==> config.mk <==
export PLATFORM = sky130hd
export DESIGN_NAME = rgb_to_hsv_8bit_core
export DESIGN_NICKNAME = d
export VERILOG_FILES = /design/src/sv/r2h_pkg.sv /design/src/sv/rgb_to_hsv_8bit_core.sv
export SDC_FILE = /design/constraint.sdc
export NUM_CORES = 1
export LEC_CHECK = 0
export BUFFER_PORTS_ARGS = -buffer_cell sky130_fd_sc_hd__buf_2
export CORE_ASPECT_RATIO = 0.9
export CORE_UTILIZATION = 51
export DETAILED_ROUTE_END_ITERATION = 6
export GPL_ROUTABILITY_DRIVEN = 0
export PLACE_DENSITY = 0.67
export SYNTH_ARGS = -nofsm -noshare
export SYNTH_HDL_FRONTEND = slang
export SYNTH_SLANG_ARGS = --single-unit
==> constraint.sdc <==
create_clock -name clk -period 19.1 [get_ports clk]
set_clock_uncertainty 0.15 [all_clocks]
set_input_delay 0.955 -clock clk [delete_from_list [all_inputs] [get_ports clk]]
set_output_delay 0.955 -clock clk [all_outputs]
set_load 0.01 [all_outputs]
==> src/sv/r2h_pkg.sv <==
// Types, constants and divider step functions for the RGB to HSV pipeline.
package r2h_pkg;

	// Hue scale and sector offsets (full circle = 256)
	localparam logic [5:0] HUE_STEP     = 6'd43;
	localparam logic [7:0] RED_OFFSET   = 8'd0;
	localparam logic [7:0] GREEN_OFFSET = 8'd85;
	localparam logic [7:0] BLUE_OFFSET  = 8'd171;

	// Input item: one RGB pixel
	typedef struct packed {
		logic [7:0] red;
		logic [7:0] green;
		logic [7:0] blue;
	} rgb_t;

	// Result item: one HSV triple
	typedef struct packed {
		logic [7:0] hue;
		logic [7:0] saturation;
		logic [7:0] brightness;
	} hsv_t;

	// Divider state carried through the pipeline
	typedef struct packed {
		logic [7:0] sat_rem;     // partial remainder, saturation divide
		logic [7:0] sat_num;     // numerator bits still to shift in
		logic [7:0] sat_quo;     // saturation quotient bits so far
		logic [7:0] sat_den;     // divisor: brightness
		logic [7:0] hue_rem;     // partial remainder, hue divide
		logic [5:0] hue_num;
		logic [5:0] hue_quo;
		logic [7:0] hue_den;     // divisor: max - min
		logic       hue_neg;     // channel difference was negative
		logic [7:0] hue_off;     // sector offset
		logic       grey;        // max equals min: hue and saturation are zero
	} div_t;

	// One restoring step result
	typedef struct packed {
		logic [7:0] rem;
		logic       qbit;
	} step_t;

	// Restoring divide step: shift one numerator bit in, subtract if it fits
	function automatic step_t div_step(input logic [7:0] rem, input logic nbit,
		input logic [7:0] den);
		logic [8:0] trial;
		logic [8:0] diff;
		step_t      res;
		trial = {rem, nbit};
		diff  = trial - {1'b0, den};
		if (trial >= {1'b0, den}) begin
			res.rem  = diff[7:0];
			res.qbit = 1'b1;
		end else begin
			res.rem  = trial[7:0];
			res.qbit = 1'b0;
		end
		return res;
	endfunction

	// Two divider iterations; the hue divide only runs while do_hue is set
	function automatic div_t div_pass(input div_t st, input logic do_hue);
		div_t  nx;
		step_t s;
		nx = st;
		for (int k = 0; k < 2; k++) begin
			s          = div_step(nx.sat_rem, nx.sat_num[7], nx.sat_den);
			nx.sat_rem = s.rem;
			nx.sat_num = {nx.sat_num[6:0], 1'b0};
			nx.sat_quo = {nx.sat_quo[6:0], s.qbit};
			if (do_hue) begin
				s          = div_step(nx.hue_rem, nx.hue_num[5], nx.hue_den);
				nx.hue_rem = s.rem;
				nx.hue_num = {nx.hue_num[4:0], 1'b0};
				nx.hue_quo = {nx.hue_quo[4:0], s.qbit};
			end
		end
		return nx;
	endfunction

endpackage

==> src/sv/rgb_to_hsv_8bit_core.sv <==
// RGB to HSV converter, seven-stage pipeline with two pipelined dividers.
// Throughput: one pixel per cycle; the divides run two quotient bits per stage,
// saturation over four stages and hue over three, and the whole pipe holds
// while the output stalls.
// Reset: arst_n clears all valid bits asynchronously; payload is not reset.
module rgb_to_hsv_8bit_core
	import r2h_pkg::*;
(
	input  logic clk,
	input  logic arst_n,
	input  logic pixel_valid,
	output logic pixel_stall,
	input  rgb_t pixel,
	output logic hsv_valid,
	input  logic hsv_stall,
	output hsv_t hsv
);

	// Stage registers
	logic [7:0] hi_s1, span_s1, mag_s1, off_s1;
	logic       neg_s1;
	div_t       div_s2, div_s3, div_s4, div_s5, div_s6;
	logic [6:0] valid_q;
	logic       advance;

	// Stage 1 combinational: max, min, sector and channel difference
	logic [7:0] hi_c, lo_c, off_c;
	logic [8:0] diff_c;

	// Stage 2 combinational: numerators
	logic [15:0] sat_num_c;
	logic [13:0] hue_num_c;

	// Output stage combinational
	logic [7:0] hue_part_c;

	// Whole pipe moves unless a result is held at the output
	assign advance     = !(hsv_valid && hsv_stall);
	assign pixel_stall = !advance;
	assign hsv_valid   = valid_q[6];

	always_comb begin
		hi_c = (pixel.red > pixel.green) ? pixel.red : pixel.green;
		if (pixel.blue > hi_c) hi_c = pixel.blue;
		lo_c = (pixel.red < pixel.green) ? pixel.red : pixel.green;
		if (pixel.blue < lo_c) lo_c = pixel.blue;
		// Red wins ties, then green
		if (hi_c == pixel.red) begin
			off_c  = RED_OFFSET;
			diff_c = {1'b0, pixel.green} - {1'b0, pixel.blue};
		end else if (hi_c == pixel.green) begin
			off_c  = GREEN_OFFSET;
			diff_c = {1'b0, pixel.blue} - {1'b0, pixel.red};
		end else begin
			off_c  = BLUE_OFFSET;
			diff_c = {1'b0, pixel.red} - {1'b0, pixel.green};
		end
	end

	// 255*span and 43*|diff|
	assign sat_num_c = {span_s1, 8'h00} - {8'h00, span_s1};
	assign hue_num_c = 14'(HUE_STEP) * 14'(mag_s1);

	// Valid bits
	always_ff @(posedge clk or negedge arst_n) begin
		if (!arst_n) begin
			valid_q <= '0;
		end else if (advance) begin
			valid_q <= {valid_q[5:0], pixel_valid};
		end
	end

	// Datapath
	always_ff @(posedge clk) begin
		if (advance) begin
			// s1
			hi_s1   <= hi_c;
			span_s1 <= hi_c - lo_c;
			off_s1  <= off_c;
			neg_s1  <= diff_c[8];
			mag_s1  <= diff_c[8] ? 8'(-diff_c) : diff_c[7:0];
			// s2: quotients fit in 8 and 6 bits, so the top numerator bits
			// seed the remainders directly
			div_s2.sat_rem <= sat_num_c[15:8];
			div_s2.sat_num <= sat_num_c[7:0];
			div_s2.sat_quo <= '0;
			div_s2.sat_den <= hi_s1;
			div_s2.hue_rem <= hue_num_c[13:6];
			div_s2.hue_num <= hue_num_c[5:0];
			div_s2.hue_quo <= '0;
			div_s2.hue_den <= span_s1;
			div_s2.hue_neg <= neg_s1;
			div_s2.hue_off <= off_s1;
			div_s2.grey    <= (span_s1 == 8'd0);
			// s3..s6: two divide iterations each
			div_s3 <= div_pass(div_s2, 1'b1);
			div_s4 <= div_pass(div_s3, 1'b1);
			div_s5 <= div_pass(div_s4, 1'b1);
			div_s6 <= div_pass(div_s5, 1'b0);
			// s7: output register
			hsv.brightness <= div_s6.sat_den;
			hsv.saturation <= div_s6.grey ? 8'd0 : div_s6.sat_quo;
			hsv.hue        <= div_s6.grey ? 8'd0 : div_s6.hue_off + hue_part_c;
		end
	end

	// Signed hue part, truncated toward zero
	always_comb begin
		hue_part_c = {2'b00, div_s6.hue_quo};
		if (div_s6.hue_neg) hue_part_c = 8'(-hue_part_c);
	end

	// Grey or black pixels carry no hue
	a_grey_hue: assert property (@(posedge clk) disable iff (!arst_n)
		(hsv_valid && hsv.saturation == 8'd0) |-> (hsv.hue == 8'd0))
		else $error("hue nonzero with zero saturation");

	// Black pixels carry no saturation
	a_black_sat: assert property (@(posedge clk) disable iff (!arst_n)
		(hsv_valid && hsv.brightness == 8'd0) |-> (hsv.saturation == 8'd0))
		else $error("saturation nonzero for black pixel");

	// An accepted pixel reaches the first stage
	a_accept: assert property (@(posedge clk) disable iff (!arst_n)
		(pixel_valid && !pixel_stall) |=> valid_q[0])
		else $error("accepted pixel lost at stage one");

endmodule
==> summary.txt, run 1 <==
synthesized cell area = 17370 um^2
initial antenna violation count = 0
hpwl dp = 24380 um
clock latency on the worst-skew pair = 0.55 ns
GRT overflow = 0
Tcrit/Tclk final = 0.3881
Setup crit start kind = input port
Crit. End Element = flop
Longest Clk Path Bufs = 3
PostCTS Resize Cnt = 0
Seq cells post-synth = 271
clock sink count = 271
NumNets Final = 1872
Max Clock Freq = 134.9 MHz
R2R depth = 27
status = finished, final reports clean
Post-CTS Hold Fix Bufs = 0
Final ANT Viol Nets = 0
Cell Rows = 63
Layout area overhead = 9.443%
Worst EP required = 19.23 ns
Vias = 11060
Final Max Tran Viols = 0
FF-to-FF End = div_s4[66]$_DFFE_PN_
Die Footprint = 34800 um^2
post-synthesis sequential area ratio = 0.4665
Die Height = 177.1 um
Critical Path Fanout Max = 18
Total Wirelength = 31350 um
share of flip-flops with an asynchronous set or reset = 0.02583
distinct cell type count of the synthesized netlist = 60
H-Tree Depth = 1
root buf cell = clkbuf_16
antenna diode count = 0
Worst-Margin Slew = 1.183 ns
Hold Crit Class = input port to asynchronous set/reset pin
CTS tree = yes
GRT Overall Usage = 0.1828
Relative slew margins = 0.2058
RSZ-0062 raised after global routing = false
core area = 33260 um^2
share of cells above drive strength 1 = 0.09829
WL/cell = 14.98 um
EDFF count, synth = 264
Most used DFF post-synth = edfxtp_1
vias in the first global route = 10810
IO Pins = 54
Net Count, Synth = 1803
CP startpoint = pixel[10]
Worst Path Arrival = 7.54 ns
Synth Instances = 1547
first-pass GRT wire length = 51740 um
DR vias/cell = 5.286
post-CTS setup repair buffer count = 0
Initial DRT Pass Iterations = 5
CTS clk-pin slew, worst paths = 0.06 ns
CP endpoint = mag_s1[7]$_DFFE_PN_
Die Width = 196.5 um
r2r setup slk = 12.22 ns
most common cell after layout, fill and taps aside = edfxtp_1
DRC errors left = 0
setup TNS = 0 ns
crit path kind = input port to flop
cts bufs inserted = 28
initial cell density of the core = 0.5222
Worst R2R Start = div_s3[39]$_DFFE_PN_
largest net degree at the start of global routing = 86
port buffer count = 53
max-cap violation count = 0
Yosys warnings = 0
post-synthesis area per instance = 11.23 um^2
most frequent cells in the layout = edfxtp_1, ha_1, inv_1, a21oi_1, o21ai_0
final setup violation count = 0
final hold vios = 0
Tmin final = 7.413 ns
Iter 0 DRT Violations = 594
-- flip-flops by register name, summed over array words and instances, names as in the netlist, 24 cells and up --
register and cells:
div_s2 50, div_s3 50, div_s4 50, div_s5 35, div_s6 27, hsv 24
-- cell usage after synthesis (2+ instances only) --
master      n  share of area
o22ai_1     2        0.00072
a21o_1     40          0.017
nor3_1      6         0.0017
a31o_2      3         0.0015
a31oi_1     3         0.0011
o221ai_1    3         0.0015
mux2_2     45          0.029
xnor2_1    80          0.040
nand2b_1   32          0.012
ha_1      202           0.15
mux2i_1    21          0.012
nand2_1    65          0.014
nor4_1      2        0.00072
xor2_1     44          0.022
edfxtp_1  264           0.46
o31ai_1    15         0.0065
fa_1       26          0.030
clkbuf_1   11         0.0024
a211oi_1    2        0.00086
buf_2       4         0.0012
o211ai_1    3         0.0013
or4_1       7         0.0030
a21oi_1   106          0.031
nand3_1    12         0.0035
o21ai_0   103          0.030
o31a_1      5         0.0025
a311oi_1    5         0.0025
and2_1     13         0.0047
dfrtp_1     7          0.010
or2_2       6         0.0022
clkinv_1    5         0.0011
inv_1     201          0.043
o21bai_1   12         0.0052
o21a_1     16         0.0069
nor2_1     90          0.019
nor2_2      2        0.00072
nand4_1    20         0.0072
nor2b_1    38          0.014
buf_6       3         0.0019
or3_1       3         0.0011
-- worst max-delay path, stage by stage --
cell and delay (ns):
buf_2 0.20, inv_1 0.13, ha_1 0.40, a21o_1 0.14, a31oi_1 0.09, o31a_1 0.52
nor2_1 0.88, mux2i_1 0.30, inv_1 0.09, ha_1 0.32, nand2_1 0.11, or4_1 0.42
a31o_2 0.30, a22oi_4 0.41, mux2_2 0.45, xnor2_1 0.20, nand3_1 0.38, nor2_2 0.43
and4b_1 0.25, a311oi_2 0.27, a31oi_1 0.15, xnor2_1 0.14
-- cell type report --
| type | instances | area [um^2] |
|---|---|---|
| Clock buffer | 36 | 730.7 |
| Clock inverter | 16 | 140.1 |
| Fill cell | 2795 | 14250 |
| Inverter | 206 | 773.2 |
| Multi-Input combinational cell | 1051 | 8392 |
| Sequential cell | 271 | 8103 |
| Tap cell | 455 | 569.3 |
| Timing Repair Buffer | 58 | 302.8 |
-- per-layer routing --
| metal | vias up | GRT usage | routed length [um] |
|---|---|---|---|
| met2 | 250 | 0.3121 | 14710 |
| met4 | 0 | 0.05566 | 697 |
| met1 | 5124 | 0.2383 | 14410 |
| met3 | 52 | 0.03030 | 1531 |
| met5 | - | 0 | 0 |
| li1 | 5637 | - | - |
-- worst min-delay path by stage --
stage / startpoint / endpoint / slack [ns] / cells after the start
floorplan: off_s1[0]$_SDFFCE_PP0N_ / div_s2[1]$_DFFE_PN_ / 0.25 / 0
finish: arst_n / valid_q[1]$_DFFE_PN0N_ / 0.07 / 1
global placement: div_s5[21]$_DFFE_PN_ / div_s6[21]$_DFFE_PN_ / 0.25 / 0
global route: arst_n / valid_q[6]$_DFFE_PN0N_ / 0.06 / 1
detailed placement: hi_s1[1]$_DFFE_PN_ / div_s2[39]$_DFFE_PN_ / 0.25 / 0
CTS: arst_n / valid_q[1]$_DFFE_PN0N_ / 0.06 / 1
-- cells by family after synthesis --
family,after synthesis,share of synthesized area
mux,67,0.04192
buf+inv,225,0.05085
fa+ha+maj,228,0.1755
simple gates,302,0.08687
flops,271,0.4665
compound gates,329,0.1150
xor+xnor,125,0.06346
-- metrics by stage --
step / utilization / hold slack, ns / setup WS, ns / cells / area [um^2]
4_1_cts: 0.5715 / 0.05737 / 11.90 / 2093 / 19010
3_5_place_dp: 0.5453 / 0.2545 / 11.35 / 2041 / 18140
5_1_grt: 0.5715 / 0.05515 / 11.38 / 2093 / 19010
6_report: 0.5715 / 0.07346 / 11.69 / 2093 / 19010
3_3_place_gp: 0.5453 / 0.2511 / 11.62 / 2041 / 18140
2_1_floorplan: - / 0.2503 / 10.67 / 1547 / 17370
Power of run 1 is not shown: default switching activity piles up to over one toggle a cycle in this logic, so the estimate is an artifact.
==> run 2: changes to the inputs <==
--- a/config.mk
+++ b/config.mk
@@ -10,7 +10,7 @@
 export CORE_UTILIZATION = 51
 export DETAILED_ROUTE_END_ITERATION = 6
 export GPL_ROUTABILITY_DRIVEN = 0
-export PLACE_DENSITY = 0.67
+export PLACE_DENSITY = 0.7
 export SYNTH_ARGS = -nofsm -noshare
 export SYNTH_HDL_FRONTEND = slang
 export SYNTH_SLANG_ARGS = --single-unit
==> constraint.sdc (replaced) <==
create_clock -name clk -period 6.18 [get_ports clk]
set_clock_uncertainty 0.15 [all_clocks]
set_input_delay 0.309 -clock clk [delete_from_list [all_inputs] [get_ports clk]]
set_output_delay 0.309 -clock clk [all_outputs]
set_load 0.01 [all_outputs]
==> run 2 against run 1 <==
Against the previous run:
- final area is 1.6% higher
- setup slack worse by 11 ns
- cell count is 0.86% higher
- register-to-register slack worse by 12 ns
- global-route usage is 0.088 points higher
- non-clock buffer count is 18 higher
- worst hold slack better by 0.14 ns
- count of clock-buffer cells in the layout is 1 lower
- core utilization is 0.92 points higher
- critical path depth is 2 higher
- first-iteration DRC count is 8.9% higher
- flip-flop and latch count stayed put
- critical path type unchanged
- critical endpoint unchanged
==> summary.txt, run 2 (same netlist as run 1, synthesis figures left out) <==
status = finished, final reports clean
Relative slew margins = 0.4215 (+0.2157)
fin util = 0.5807 (+0.009178)
Largest regs = div_s2: 50 flops, div_s3: 50 flops, div_s4: 50 flops
Tcrit/Tclk final = 0.9369
Initial DRT Pass Iterations = 5 (unchanged)
Cell Rows = 63 (unchanged)
Final Max Tran Viols = 0 (unchanged)
crit path kind = input port to flop
Final ANT Viol Nets = 0 (unchanged)
hpwl dp = 24630 um (+1.0%)
clock sink count = 271 (unchanged)
GRT overflow = 0 (unchanged)
NumNets Final = 1890 (+0.96%)
max-cap violation count = 0 (unchanged)
Max Clock Freq = 172.7 MHz
DR vias/cell = 5.353 (+1.3%)
core area = 33260 um^2 (unchanged)
final setup violation count = 0 (unchanged)
CTS tree = yes
largest net degree at the start of global routing = 119 (+38%)
most frequent cells in the layout = edfxtp_1, ha_1, inv_1, a21oi_1, o21ai_0
Vias = 11300 (+2.1%)
Setup crit start kind = input port
port buffer count = 53 (unchanged)
Longest Clk Path Bufs = 3 (unchanged)
cts bufs inserted = 28 (unchanged)
final setup margin = 0.3898 ns (-11.30 ns)
# fillers = 2754 (-1.5%)
IO Pins = 54 (unchanged)
antenna diode count = 0 (unchanged)
top layer in use = met4
Die Footprint = 34800 um^2 (unchanged)
Met3 Routed Length = 1510 um (-1.4%)
GRT Overall Usage = 0.1836 (+0.0008787)
Layout area overhead = 11.20%
Worst EP required = 6.31 ns (-12.92 ns)
Total Wirelength = 31640 um (+0.92%)
Final Non-Filler Cells = 2111 (+0.86%)
Tmin final = 5.790 ns
vias in the first global route = 11070 (+2.4%)
setup TNS = 0 ns (unchanged)
Hold Crit Class = input port to flop
initial antenna violation count = 0 (unchanged)
met2 WL = 15170 um (+3.1%)
Critical Path Fanout Max = 13 (-5)
most common cell after layout, fill and taps aside = edfxtp_1
initial cell density of the core = 0.5222 (unchanged)
M1 WL = 14250 um (-1.2%)
RSZ-0062 raised after global routing = false
dpl ws = -0.005524 ns (-11.36 ns)
DRC errors left = 0 (unchanged)
CTS clk-pin slew, worst paths = 0.06 ns (about the same)
dpl cells = 2056 (+0.73%)
WL/cell = 14.99 um (about the same)
root buf cell = clkbuf_16
Iter 0 DRT Violations = 647 (+8.9%)
H-Tree Depth = 1 (unchanged)
Die Width = 196.5 um (unchanged)
Worst Path Arrival = 5.92 ns (-1.62 ns)
share of cells above drive strength 1 = 0.1111 (+0.01282)
first-pass GRT wire length = 52270 um (+1.0%)
clock latency on the worst-skew pair = 0.55 ns (about the same)
Die Height = 177.1 um (unchanged)
Worst-Margin Slew = 0.8660 ns (-0.3173 ns)
final hold vios = 0 (unchanged)
Crit. End Element = flop
-- run 2: cell type report --
type	count	area (um^2)	share of cell area
flip-flops and latches	271	8103	0.4195
clock buffers	35	726.9	0.03763
well taps	455	569.3	0.02947
clock inverters	17	277.8	0.01438
multi-input cells	1051	8408	0.4353
inverters	206	773.2	0.04003
repair buffers	76	457.9	0.02371
-- run 2: layer usage --
layer	vias up	GRT usage
li1	5690	-
met5	-	0
met4	0	0.05176
met3	64	0.02229
met1	5279	0.2370
met2	267	0.3246
-- run 2: repair_timing --
action                     CTS  global route
hold endpoints to repair     8             0
hold buffers                 3             0
gates resized for setup      0             5
setup endpoints to repair    0            15
buffers inserted             0             0
-- run 2: per-stage QoR --
step | area (um^2) | hold slack (ns)
2_1_floorplan | 17370 | -0.1366
3_3_place_gp | 18270 | -0.005783
3_5_place_dp | 18270 | -0.002481
4_1_cts | 19310 | 0.1679
5_1_grt | 19320 | 0.2222
6_report | 19320 | 0.2088
-- run 2: final timing paths --
kind                                            from  cells after the start  slack, ns                      to
worst min-delay path                        pixel[0]                      3       0.21      hi_s1[0]$_DFFE_PN_
worst min register to register   div_s3[6]$_DFFE_PN_                      0       0.25     div_s4[6]$_DFFE_PN_
worst max-delay path                       pixel[10]                     24       0.39     mag_s1[7]$_DFFE_PN_
worst max register to register  div_s3[11]$_DFFE_PN_                     27       0.53    div_s4[37]$_DFFE_PN_
min in group asynchronous                     arst_n                      3       0.56  valid_q[4]$_DFFE_PN0N_
max in group asynchronous                     arst_n                      3       5.08  valid_q[1]$_DFFE_PN0N_
-- run 2: worst max-delay path, cell delays in order --
cell and delay (ns):
buf_2 0.19, inv_1 0.12, ha_1 0.39, a21o_1 0.14, a31oi_1 0.06, o31a_1 0.37
nor2_1 0.19, buf_4 0.24, mux2i_1 0.21, inv_1 0.07, ha_1 0.29, o21ai_0 0.10
o21bai_1 0.20, nor2b_1 0.13, a31o_2 0.27, a22oi_4 0.40, mux2_2 0.44, xnor2_1 0.22
nand3_1 0.37, o31a_1 0.43, o2bb2ai_1 0.18, nor4_2 0.30, a31oi_1 0.14, xnor2_1 0.14
Power of run 2 is left out for the same reason.
